## config.mk

```make
export PLATFORM = sky130hd
export DESIGN_NAME = dmx512_slot_receiver_top_flat
export DESIGN_NICKNAME = d
export VERILOG_FILES = /design/src/rtl/dmxsr_pkg.sv /design/src/rtl/dmxsr_ifs.sv /design/src/rtl/dmxsr_ctrl.sv /design/src/rtl/dmxsr_dp.sv /design/src/rtl/dmx512_slot_receiver_top.sv /design/src/flat_wrapper.sv
export SDC_FILE = /design/constraint.sdc
export NUM_CORES = 1
export LEC_CHECK = 0
export BUFFER_PORTS_ARGS = -buffer_cell sky130_fd_sc_hd__buf_2
export CAP_MARGIN = 0
export CORE_ASPECT_RATIO = 1.25
export CORE_MARGIN = 4
export CORE_UTILIZATION = 30
export CTS_BUF_LIST = sky130_fd_sc_hd__clkbuf_4
export CTS_CLUSTER_DIAMETER = 200
export CTS_CLUSTER_SIZE = 25
export DETAILED_ROUTE_END_ITERATION = 6
export HOLD_SLACK_MARGIN = 0.1
export MAX_ROUTING_LAYER = met4
export PLACE_DENSITY = 0.52
export SKIP_CTS_REPAIR_TIMING = 1
export SLEW_MARGIN = 10
export SYNTH_ARGS = -nofsm -noshare
export SYNTH_HDL_FRONTEND = slang
export SYNTH_SLANG_ARGS = --single-unit
```

## constraint.sdc

```tcl
create_clock -name clock -period 7.1 [get_ports clock]
set_clock_uncertainty 0.2 [all_clocks]
set_input_delay 1.42 -clock clock [delete_from_list [all_inputs] [get_ports clock]]
set_output_delay 1.42 -clock clock [all_outputs]
set_load 0.01 [all_outputs]
```

## src/rtl/dmxsr_pkg.sv

```systemverilog
// dmxsr_pkg: shared types and constants of the dmx512 slot receiver
// no dependencies; compiled first
package dmxsr_pkg;

   localparam logic [7:0] START_CODE_RESET = 8'd0;
   localparam logic [7:0] BASE_ADDR_LO     = 8'd1;
   localparam logic [7:0] BASE_ADDR_HI     = 8'd255;
   localparam logic [9:0] SLOT_MAX         = 10'd1023;

   localparam int CSR_IDX_W  = 2;
   localparam int CSR_DATA_W = 8;

   localparam logic [CSR_IDX_W-1:0] CSR_BASE_ADDRESS   = 2'd0;
   localparam logic [CSR_IDX_W-1:0] CSR_ADDRESS_OFFSET = 2'd1;
   localparam logic [CSR_IDX_W-1:0] CSR_START_CODE     = 2'd2;

   typedef enum logic [1:0] {
      PH_IDLE  = 2'd0,
      PH_BREAK = 2'd1,
      PH_DATA  = 2'd2
   } phase_type;

   localparam logic RSP_STATUS = 1'b0;
   localparam logic RSP_DUMP   = 1'b1;

   typedef struct packed {
      logic       kind;
      logic [1:0] rx_state;
      logic       slot_stored;
      logic [3:0] channel_index;
      logic [7:0] channel_value;
      logic       last;
   } rsp_item_type;

   // controller to datapath
   typedef struct packed {
      logic take_req;
      logic dump_read;
      logic dump_load;
   } dmxsr_cmd_type;

   // datapath to controller
   typedef struct packed {
      logic dump_hit;
      logic out_free;
      logic cnt_last;
   } dmxsr_sts_type;

endpackage

```

## src/rtl/dmxsr_ifs.sv

```systemverilog
// dmxsr_ifs: request and response channel interfaces (valid/ready)
// no dependencies; compiled after dmxsr_pkg
interface dmxsr_req_if;
   logic       valid;
   logic       ready;
   logic       overrun;
   logic       framing_error;
   logic [7:0] data_byte;

   modport source (output valid, output overrun, output framing_error, output data_byte,
                   input ready);
   modport sink (input valid, input overrun, input framing_error, input data_byte,
                 output ready);
endinterface

interface dmxsr_rsp_if;
   logic       valid;
   logic       ready;
   logic       kind;
   logic [1:0] rx_state;
   logic       slot_stored;
   logic [3:0] channel_index;
   logic [7:0] channel_value;
   logic       last;

   modport source (output valid, output kind, output rx_state, output slot_stored,
                   output channel_index, output channel_value, output last,
                   input ready);
   modport sink (input valid, input kind, input rx_state, input slot_stored,
                 input channel_index, input channel_value, input last,
                 output ready);
endinterface

```

## src/rtl/dmxsr_ctrl.sv

```systemverilog
// dmxsr_ctrl: sequencer for request intake and the frame-end channel dump
// depends on dmxsr_pkg
module dmxsr_ctrl
   import dmxsr_pkg::*;
(
   input  logic          clock,
   input  logic          reset,
   input  logic          req_valid,
   output logic          req_ready,
   input  dmxsr_sts_type sts,
   output dmxsr_cmd_type cmd
);

   typedef enum logic [1:0] {
      ST_IDLE = 2'd0,
      ST_READ = 2'd1,
      ST_LOAD = 2'd2
   } state_type;

   state_type state_ff;

   assign req_ready     = (state_ff == ST_IDLE) && sts.out_free;
   assign cmd.take_req  = req_ready && req_valid;
   assign cmd.dump_read = (state_ff == ST_READ);
   assign cmd.dump_load = (state_ff == ST_LOAD) && sts.out_free;

   always_ff @(posedge clock) begin
      if (reset) begin
         state_ff <= ST_IDLE;
      end else begin
         case (state_ff)
            ST_IDLE: begin
               if (cmd.take_req && sts.dump_hit) begin
                  state_ff <= ST_READ;
               end
            end
            ST_READ: begin
               state_ff <= ST_LOAD;
            end
            ST_LOAD: begin
               if (cmd.dump_load) begin
                  state_ff <= sts.cnt_last ? ST_IDLE : ST_READ;
               end
            end
            default: begin
               state_ff <= ST_IDLE;
            end
         endcase
      end
   end

   a_dump_starts: assert property (@(posedge clock) disable iff (reset)
      cmd.take_req && sts.dump_hit |=> state_ff == ST_READ)
      else $error("dump did not start after last channel stored");

   a_dump_ends: assert property (@(posedge clock) disable iff (reset)
      cmd.dump_load && sts.cnt_last |=> state_ff == ST_IDLE)
      else $error("controller did not return to idle after final dump entry");

   a_no_intake_in_dump: assert property (@(posedge clock) disable iff (reset)
      state_ff != ST_IDLE |-> !cmd.take_req)
      else $error("request taken during dump");

endmodule

```

## src/rtl/dmxsr_dp.sv

```systemverilog
// dmxsr_dp: framing state, slot counter, channel store, csr and response register
// depends on dmxsr_pkg
module dmxsr_dp
   import dmxsr_pkg::*;
#(
   parameter int CHANNELS = 16
)(
   input  logic                  clock,
   input  logic                  reset,
   input  logic                  csr_we,
   input  logic [CSR_IDX_W-1:0]  csr_index,
   input  logic [CSR_DATA_W-1:0] csr_wdata,
   input  logic                  req_overrun,
   input  logic                  req_framing_error,
   input  logic [7:0]            req_data_byte,
   input  logic                  rsp_ready,
   output logic                  rsp_valid,
   output rsp_item_type          rsp_item,
   input  dmxsr_cmd_type         cmd,
   output dmxsr_sts_type         sts
);

   localparam int IDX_W = (CHANNELS > 1) ? $clog2(CHANNELS) : 1;
   localparam logic [10:0] CHAN_SPAN = 11'(CHANNELS);
   localparam logic [IDX_W-1:0] IDX_LAST = IDX_W'(CHANNELS - 1);

   logic [7:0]       base_address_ff;
   logic [7:0]       address_offset_ff;
   logic [7:0]       start_code_ff;
   phase_type        phase_ff, phase_in;
   logic [9:0]       slot_ff, slot_in;
   logic [7:0]       store_ff [CHANNELS];
   logic [CHANNELS-1:0] store_vld_ff;
   logic [IDX_W-1:0] cnt_ff;
   logic [7:0]       rd_data_ff;
   logic             rsp_valid_ff;
   rsp_item_type     rsp_item_ff;

   logic [10:0]      win_start;
   logic [10:0]      slot_ext;
   logic             in_window;
   logic [10:0]      slot_diff;
   logic [IDX_W-1:0] chan_n;
   logic [IDX_W+3:0] chan_n_ext;
   logic [IDX_W+3:0] cnt_ext;
   logic             stored;
   logic [7:0]       csr_base;

   assign win_start  = 11'(base_address_ff) + 11'(address_offset_ff);
   assign slot_ext   = 11'(slot_ff);
   assign in_window  = (slot_ext >= win_start) && (slot_ext < win_start + CHAN_SPAN);
   assign slot_diff  = slot_ext - win_start;
   assign chan_n     = slot_diff[IDX_W-1:0];
   assign chan_n_ext = {4'b0, chan_n};
   assign cnt_ext    = {4'b0, cnt_ff};

   // framing and slot tracking for the request on the port
   always_comb begin
      phase_in = phase_ff;
      slot_in  = slot_ff;
      stored   = 1'b0;
      if (req_overrun) begin
         phase_in = PH_IDLE;
      end else if (req_framing_error) begin
         phase_in = (req_data_byte == 8'd0) ? PH_BREAK : PH_IDLE;
      end else begin
         case (phase_ff)
            PH_BREAK: begin
               if (req_data_byte == start_code_ff) begin
                  phase_in = PH_DATA;
                  slot_in  = 10'd1;
               end else begin
                  phase_in = PH_IDLE;
               end
            end
            PH_DATA: begin
               stored = in_window;
               if (slot_ff != SLOT_MAX) begin
                  slot_in = slot_ff + 10'd1;
               end
            end
            default: begin
               phase_in = phase_ff;
            end
         endcase
      end
   end

   assign sts.dump_hit = stored && (chan_n == IDX_LAST);
   assign sts.out_free = !rsp_valid_ff || rsp_ready;
   assign sts.cnt_last = (cnt_ff == IDX_LAST);

   // a written zero base address clamps to the minimum
   assign csr_base = (csr_wdata < BASE_ADDR_LO || csr_wdata > BASE_ADDR_HI) ?
                     BASE_ADDR_LO : csr_wdata;

   always_ff @(posedge clock) begin
      if (reset) begin
         base_address_ff   <= BASE_ADDR_LO;
         address_offset_ff <= 8'd0;
         start_code_ff     <= START_CODE_RESET;
      end else if (csr_we) begin
         case (csr_index)
            CSR_BASE_ADDRESS:   base_address_ff   <= csr_base;
            CSR_ADDRESS_OFFSET: address_offset_ff <= csr_wdata;
            CSR_START_CODE:     start_code_ff     <= csr_wdata;
            default: begin
               base_address_ff <= base_address_ff;
            end
         endcase
      end
   end

   always_ff @(posedge clock) begin
      if (reset) begin
         phase_ff     <= PH_IDLE;
         slot_ff      <= 10'd0;
         store_vld_ff <= '0;
         rsp_valid_ff <= 1'b0;
         cnt_ff       <= '0;
      end else begin
         if (cmd.take_req) begin
            phase_ff <= phase_in;
            slot_ff  <= slot_in;
            cnt_ff   <= '0;
            if (stored) begin
               store_vld_ff[chan_n] <= 1'b1;
            end
         end else if (cmd.dump_load) begin
            cnt_ff <= cnt_ff + IDX_W'(1);
         end
         if (cmd.take_req || cmd.dump_load) begin
            rsp_valid_ff <= 1'b1;
         end else if (rsp_ready) begin
            rsp_valid_ff <= 1'b0;
         end
      end
   end

   // channel store and its registered read port
   always_ff @(posedge clock) begin
      if (cmd.take_req && stored) begin
         store_ff[chan_n] <= req_data_byte;
      end
      if (cmd.dump_read) begin
         rd_data_ff <= store_vld_ff[cnt_ff] ? store_ff[cnt_ff] : 8'd0;
      end
   end

   always_ff @(posedge clock) begin
      if (cmd.take_req) begin
         rsp_item_ff.kind          <= RSP_STATUS;
         rsp_item_ff.rx_state      <= phase_in;
         rsp_item_ff.slot_stored   <= stored;
         rsp_item_ff.channel_index <= stored ? chan_n_ext[3:0] : 4'd0;
         rsp_item_ff.channel_value <= stored ? req_data_byte : 8'd0;
         rsp_item_ff.last          <= !sts.dump_hit;
      end else if (cmd.dump_load) begin
         rsp_item_ff.kind          <= RSP_DUMP;
         rsp_item_ff.rx_state      <= phase_ff;
         rsp_item_ff.slot_stored   <= 1'b0;
         rsp_item_ff.channel_index <= cnt_ext[3:0];
         rsp_item_ff.channel_value <= rd_data_ff;
         rsp_item_ff.last          <= sts.cnt_last;
      end
   end

   assign rsp_valid = rsp_valid_ff;
   assign rsp_item  = rsp_item_ff;

   a_slot_nonzero: assert property (@(posedge clock) disable iff (reset)
      phase_ff == PH_DATA |-> slot_ff != 10'd0)
      else $error("data phase with zero slot count");

   a_empty_status: assert property (@(posedge clock) disable iff (reset)
      rsp_valid_ff && rsp_item_ff.kind == RSP_STATUS && !rsp_item_ff.slot_stored
      |-> rsp_item_ff.channel_index == 4'd0 && rsp_item_ff.channel_value == 8'd0)
      else $error("status without store carries channel data");

   a_base_clamped: assert property (@(posedge clock) disable iff (reset)
      base_address_ff != 8'd0)
      else $error("base address register holds zero");

endmodule

```

## src/rtl/dmx512_slot_receiver_top.sv

```systemverilog
// channel   direction  handshake        payload
// req_if    in         valid/ready      overrun, framing_error, data_byte
// rsp_if    out        valid/ready      kind, rx_state, slot_stored, channel_index,
//                                       channel_value, last
// csr_*     in         csr_we strobe    csr_index, csr_wdata
//
// a request is taken when valid and ready are both high; its status response sits in the
// output register on the next cycle. a request that stores the last channel adds a dump
// with one store read and one output load per channel; each load waits until the output
// register is free.
// reset is synchronous and clears framing state, slot counter, store valid bits and csrs.
// req_if.ready drops during a dump and while an undelivered response is not being taken.
// depends on dmxsr_pkg, dmxsr_ifs, dmxsr_ctrl, dmxsr_dp
module dmx512_slot_receiver_top
   import dmxsr_pkg::*;
#(
   parameter int CHANNELS = 16
)(
   input  logic                  clock,
   input  logic                  reset,
   dmxsr_req_if.sink             req_if,
   dmxsr_rsp_if.source           rsp_if,
   input  logic                  csr_we,
   input  logic [CSR_IDX_W-1:0]  csr_index,
   input  logic [CSR_DATA_W-1:0] csr_wdata
);

   dmxsr_cmd_type cmd;
   dmxsr_sts_type sts;
   logic          req_ready;
   logic          rsp_valid;
   rsp_item_type  rsp_item;

   dmxsr_ctrl u_ctrl (
      .clock     (clock),
      .reset     (reset),
      .req_valid (req_if.valid),
      .req_ready (req_ready),
      .sts       (sts),
      .cmd       (cmd)
   );

   dmxsr_dp #(
      .CHANNELS (CHANNELS)
   ) u_dp (
      .clock             (clock),
      .reset             (reset),
      .csr_we            (csr_we),
      .csr_index         (csr_index),
      .csr_wdata         (csr_wdata),
      .req_overrun       (req_if.overrun),
      .req_framing_error (req_if.framing_error),
      .req_data_byte     (req_if.data_byte),
      .rsp_ready         (rsp_if.ready),
      .rsp_valid         (rsp_valid),
      .rsp_item          (rsp_item),
      .cmd               (cmd),
      .sts               (sts)
   );

   assign req_if.ready         = req_ready;
   assign rsp_if.valid         = rsp_valid;
   assign rsp_if.kind          = rsp_item.kind;
   assign rsp_if.rx_state      = rsp_item.rx_state;
   assign rsp_if.slot_stored   = rsp_item.slot_stored;
   assign rsp_if.channel_index = rsp_item.channel_index;
   assign rsp_if.channel_value = rsp_item.channel_value;
   assign rsp_if.last          = rsp_item.last;

endmodule

```

## src/flat_wrapper.sv

```systemverilog
// flat-port wrapper written by rule: the top's interface ports become plain ports
module dmx512_slot_receiver_top_flat import dmxsr_pkg::*;
#(
   parameter int CHANNELS = 16
)
  (clock, reset, csr_we, csr_index, csr_wdata, req_if_valid, req_if_overrun, req_if_framing_error, req_if_data_byte, req_if_ready, rsp_if_valid, rsp_if_kind, rsp_if_rx_state, rsp_if_slot_stored, rsp_if_channel_index, rsp_if_channel_value, rsp_if_last, rsp_if_ready);
  dmxsr_req_if req_if_i ();
  dmxsr_rsp_if rsp_if_i ();
  input  logic clock;
  input  logic reset;
  input  logic csr_we;
  input  logic [CSR_IDX_W-1:0] csr_index;
  input  logic [CSR_DATA_W-1:0] csr_wdata;
  input wire logic [$bits(req_if_i.valid)-1:0] req_if_valid;
  input wire logic [$bits(req_if_i.overrun)-1:0] req_if_overrun;
  input wire logic [$bits(req_if_i.framing_error)-1:0] req_if_framing_error;
  input wire logic [$bits(req_if_i.data_byte)-1:0] req_if_data_byte;
  output wire logic [$bits(req_if_i.ready)-1:0] req_if_ready;
  output wire logic [$bits(rsp_if_i.valid)-1:0] rsp_if_valid;
  output wire logic [$bits(rsp_if_i.kind)-1:0] rsp_if_kind;
  output wire logic [$bits(rsp_if_i.rx_state)-1:0] rsp_if_rx_state;
  output wire logic [$bits(rsp_if_i.slot_stored)-1:0] rsp_if_slot_stored;
  output wire logic [$bits(rsp_if_i.channel_index)-1:0] rsp_if_channel_index;
  output wire logic [$bits(rsp_if_i.channel_value)-1:0] rsp_if_channel_value;
  output wire logic [$bits(rsp_if_i.last)-1:0] rsp_if_last;
  input wire logic [$bits(rsp_if_i.ready)-1:0] rsp_if_ready;
  assign req_if_i.valid = req_if_valid;
  assign req_if_i.overrun = req_if_overrun;
  assign req_if_i.framing_error = req_if_framing_error;
  assign req_if_i.data_byte = req_if_data_byte;
  assign req_if_ready = req_if_i.ready;
  assign rsp_if_valid = rsp_if_i.valid;
  assign rsp_if_kind = rsp_if_i.kind;
  assign rsp_if_rx_state = rsp_if_i.rx_state;
  assign rsp_if_slot_stored = rsp_if_i.slot_stored;
  assign rsp_if_channel_index = rsp_if_i.channel_index;
  assign rsp_if_channel_value = rsp_if_i.channel_value;
  assign rsp_if_last = rsp_if_i.last;
  assign rsp_if_i.ready = rsp_if_ready;
  dmx512_slot_receiver_top #(.CHANNELS(CHANNELS)) u_core (.clock(clock), .reset(reset), .req_if(req_if_i), .rsp_if(rsp_if_i), .csr_we(csr_we), .csr_index(csr_index), .csr_wdata(csr_wdata));
endmodule
```

* After elaboration in Yosys (flattened, before gate mapping) *
Memories as Yosys holds them, arrays and structs flattened. A register that Yosys moved wholly into a read port is not among the register bits.
Cells that the tools add are included.

word-level totals
  memory bits (writable) = 128
  output and inout bits = 19
  memories = 1
  logic and storage cells = 100
  bits of input ports = 25
  register bits after elaboration = 76

memory list
  name                  depth  width  read ports  clocked after Yosys merged registers in  wr ports  line            text
  u_core.u_dp.store_ff  16     8      1           1                                        1         dmxsr_dp.sv:32  logic [7:0] store_ff [CHANNELS];

operators by class
  bitwise operators = 3
  equality and inequality tests = 14
  order comparisons = 7
  multiplexer cells = 28
  reduce and logical (&&, ||, !) cells = 27
  $add $sub $neg = 5

operators by type and width
  kind                                                                   count
  16-bit 2-to-1 mux                                                      2
  10-bit 2-to-1 mux                                                      2
  10-bit case mux with 2 select lines                                    1
  8-bit 2-to-1 mux                                                       2
  16-bit OR                                                              1
  2-bit 2-to-1 mux                                                       6
  1-bit 2-to-1 mux                                                       11
  10-bit by 1-bit adder with 10-bit output, second input constant        1
  9-bit by 5-bit adder with 10-bit output, second input constant         1
  10-bit by 9-bit greater-or-equal comparator with 1-bit output          1
  10-bit < comparator                                                    1
  4-bit by 5-bit < comparator with 1-bit output, second input constant   2
  10-bit != test, second input constant                                  1
  2-bit AND reduction                                                    5
  8-bit by 8-bit adder with 9-bit output                                 1
  4-bit equality test, second input constant                             2
  8-bit equality test                                                    1
  8-bit greater-than comparator, second input constant                   1
  1-bit logical AND                                                      8
  8-bit logical NOT                                                      1
  8-bit by 1-bit < comparator with 1-bit output, second input constant   1
  2-bit by 1-bit equality test with 1-bit output, second input constant  3
  2-bit equality test, second input constant                             3
  2-bit != test, second input constant                                   3
  15 further kinds                                                       23

* Depth between registers and ports, before layout *
  depth in word-level cells = 11
  depth in mapped cells = 17
  depth with buffers taken out = 16

* Hierarchy *
A second synthesis with hierarchy kept.

unflattened totals
  cells, all modules = 659
  area, all modules = 9487.8 µm²

modules (own cells, without submodules)
  module      times used  seq. area each (µm²)  area each (µm²)  cells an instance
  dmxsr_dp    1           5725.5                9360.2           646
  dmxsr_ctrl  1           40.0                  127.6            13

* Worst setup path before layout *
No wires, ideal clock.

  path kind = register to register
  start point = register u_core.u_dp.base_address_ff[0]
  end point = memory u_core.u_dp.store_ff[12][0] (enable)
  data required time = 6.505 ns
  buffers on the path = 2
  path slack = 2.626 ns
  setup time = 0.395 ns
  period minus slack after synthesis = 4.474 ns
  arrival time = 3.880 ns
  cell stages (with the launch flop) = 16
  cell sequence = dfxtp_1 ha_1 inv_1 fa_1 nor2b_1 o31a_1 o31a_1 a21oi_1 and3_1 nand3b_1 ha_1 a211o_1 or2_1 buf_2 buf_2 nor4_1

between the ends
  cells in the longest elaborated chain, start to end = 10
  elaborated cells between the ends (all ways) = 12
  those cells by class = 3 x add/sub; 2 x order compare; 5 x mux; 2 x reduce/logical

RTL lines
  element                                     line             text
  from (decl)                                 dmxsr_dp.sv:27   logic [7:0] base_address_ff;
  from (signal assigned)                      dmxsr_dp.sv:104  CSR_BASE_ADDRESS: base_address_ff <= csr_base;
  from (signal assigned)                      dmxsr_dp.sv:108  base_address_ff <= base_address_ff;
  8-bit by 8-bit adder with 9-bit output (*)  dmxsr_dp.sv:49   assign win_start = 11'(base_address_ff) + 11'(address_offset_ff);
  9-bit by 5-bit adder with 10-bit output     dmxsr_dp.sv:51   assign in_window = (slot_ext >= win_start) && (slot_ext < win_start + CHAN_SPAN);
  10-bit < comparator                         dmxsr_dp.sv:51
  1-bit logical AND                           dmxsr_dp.sv:51
  1-bit 2-to-1 mux                            dmxsr_dp.sv:67   case (phase_ff)
  1-bit 2-to-1 mux                            dmxsr_dp.sv:64   end else if (req_framing_error) begin
  1-bit 2-to-1 mux                            dmxsr_dp.sv:62   if (req_overrun) begin
  1-bit logical AND                           dmxsr_dp.sv:142  if (cmd.take_req && stored) begin
  1-bit 2-to-1 mux                            dmxsr_dp.sv:142
  1-bit 2-to-1 mux (implied by the code)      dmxsr_dp.sv:143  store_ff[chan_n] <= req_data_byte;
  to (decl)                                   dmxsr_dp.sv:32

Mark *: on every way between the ends. The rest lies on a longest branch, timed or not.

* Final worst setup path *
  start point = register u_core.u_dp.base_address_ff[0]
  end point = memory u_core.u_dp.store_ff[14][0] (enable)

Same word-level chain as after synthesis.

==> metrics.csv <==
metric,value,unit
initial core utilization,0.306,
post-synthesis net count,725,
WP data required,7.32,ns
chip height,207,um
CTS Root Buffer Type,clkbuf_4,
Slew Limit Fails,0,
Placed Cells,1098,
num rows,72,
Worst-Margin Slew,1.26,ns
status,completed,
Via density,4.94,
Post-Syn Area,9510,um^2
RSZ-0062 raised after global routing,false,
Final WS setup,2.12,ns
"Avg Cell Area, Syn",14.2,um^2
Worst EP arrival,5.20,ns
remaining global-route overflow,0,
initial antenna violation count,1,
"most common cell after layout, fill and taps aside",edfxtp_1,
Synth Register Bits,212,
WHS,0.275,ns
Slew headroom,0.151,
Buffers on Ports,43,
Wirelength per Cell,19.7,um
Area Overhead vs Synth,9.18,%
Worst IR Drop VDD,83.8,uV
vias in the first global route,5550,
DRC errors left,0,
CP Capture Type,flip-flop,
largest net degree at the start of global routing,64,
crit path kind,reg2reg,
Post-DRT Antenna Nets,0,
total die area,34600,um^2
Max Freq,0.201,GHz
"FFs w/ async S/R, synth",0,
crit start category,flip-flop,
number of max-cap violations,0,
crit-path max FO,19,
RD Place Congestion,0.775,
drt first pass iters,5,
layout cells sized above 1,0.207,
register area share after synthesis,0.606,
GRT Total Usage,0.129,
Worst Hold Class,reg2reg,
Die Width,167,um
DP Wirelength,15100,um
Leak,3.36,nW
routed via count,5504,
final cell count without fillers,1115,
H-tree Lvls,1,
Power Dens Cells,187,nW/um^2
ys flop type,edfxtp_1,
Syn Inst Count,670,
insertion delay to the later sink of the worst-skew pair,0.68,ns
Syn. warnings,0,
post-synth cell types,63,
clk buf depth,3,
TritonCTS Buffers,12,
Place WS,2.13,ns
post-route setup TNS,0,ns
CTS sink cnt,212,
Tcrit/Tclk final,0.701,
Nets,760,
final hold vios,0,
placed inst area,10300,um^2
post-layout instance area,10400,um^2
Post-synth EDFFs,152,
first-pass GRT wire length,34300,um
post-layout min period,4.98,ns
Total Routed Length,22000,um
CTS tree,done,
Top Ports,44,
Pwr Total,1.94,mW
most frequent cells in the layout,"152 x edfxtp_1, 58 x dfxtp_1, 49 x nor2_1",
"Reg clk slew, reported paths",0.28,ns
Util after Layout,0.334,
Iteration-0 DRC Markers,378,
Final setup viols,0,
core footprint,31100,um^2
## path summary, 6_finish.rpt
| path | from | end | slack (ns) | depth (start not counted) |
|---|---|---|---|---|
| max reg2reg | u_core.u_dp.base_address_ff[0] | u_core.u_dp.store_ff[14][0] | 2.12 | 15 |
| min | u_core.u_dp.store_vld_ff[15] | u_core.u_dp.store_vld_ff[15] | 0.27 | 2 |
| min reg2reg | u_core.u_dp.store_vld_ff[15] | u_core.u_dp.store_vld_ff[15] | 0.27 | 2 |
| max | u_core.u_dp.base_address_ff[0] | u_core.u_dp.store_ff[14][0] | 2.12 | 15 |
## registers in the layout, indices dropped and copies added, names as in the netlist, 8 cells and up
register,flops
u_core.u_dp.address_offset_ff,8
u_core.u_dp.slot_ff,10
u_core.u_dp.rsp_item,17
u_core.u_dp.base_address_ff,8
u_core.u_dp.store_vld_ff,16
u_core.u_dp.start_code_ff,8
u_core.u_dp.rd_data_ff,8
u_core.u_dp.store_ff,128
## cell type report
| cell class | count | area (um^2) |
|---|---|---|
| flip-flops and latches | 212 | 5770 |
| fillers | 3065 | 20700 |
| diodes | 1 | 2.50 |
| repair buffers | 55 | 305 |
| multi-input cells | 398 | 3570 |
| well taps | 407 | 509 |
| clock inverters | 1 | 16.3 |
| inverters | 26 | 97.6 |
| clock buffers | 15 | 113 |
## critical path: stages, from the launching register on
cell and delay [ns]:
dfxtp_1 0.41, ha_1 0.19, inv_1 0.06, fa_1 0.39
nor2b_1 0.16, o31a_1 0.17, o21ai_0 0.08, a21oi_1 0.30
and3_1 0.25, nand3b_1 0.09, ha_1 0.29, a211o_1 0.30
or2_1 0.23, buf_4 0.22, nor4_1 1.07, buf_4 0.30
## cells in the mapped netlist (4+ instances only)
library cell / number / area, um^2
nand2b_1: 10 / 62.6
and2_1: 8 / 50.1
mux4_2: 44 / 991
o22ai_1: 8 / 50.1
nand3b_1: 5 / 37.5
inv_1: 26 / 97.6
nor2_1: 49 / 184
buf_2: 8 / 40.0
or3_1: 9 / 56.3
xor2_1: 5 / 43.8
ha_1: 28 / 350
a32o_1: 10 / 100
nor4_1: 19 / 119
o21ai_0: 16 / 80.1
o21ai_1: 4 / 20.0
o41ai_1: 6 / 52.6
dfxtp_1: 60 / 1200
nor3_1: 10 / 50.1
xnor2_1: 14 / 123
a21oi_1: 20 / 100
edfxtp_1: 152 / 4560
nor2b_1: 19 / 119
or2_2: 4 / 25.0
nand4_1: 5 / 31.3
mux2i_1: 24 / 240
clkbuf_1: 20 / 75.1
nand2_1: 19 / 71.3
nand3_1: 10 / 50.1
## where the power goes
part / switching [mW] / internal [mW]
logic: 0.0983 / 0.0427
registers: 0.00443 / 1.33
clock network: 0.363 / 0.102
total: 0.466 / 1.48
## cells by family after synthesis
logic type / count (synthesis) / share of synthesized area
compound gates: 97 / 0.0746
flops: 212 / 0.606
simple gates: 182 / 0.102
fa+ha+maj: 30 / 0.0410
xor+xnor: 19 / 0.0175
mux: 70 / 0.132
buf+inv: 60 / 0.0267
## layer usage
metal / vias to the layer above / GRT usage / wire length, um
met4: 0 / 0.0325 / 468
met3: 25 / 0.0177 / 951
met2: 114 / 0.214 / 10900
met1: 2725 / 0.169 / 9660
met5: - / - / 0
li1: 2640 / - / -
Note: power is estimated with default switching activity, not from simulation.
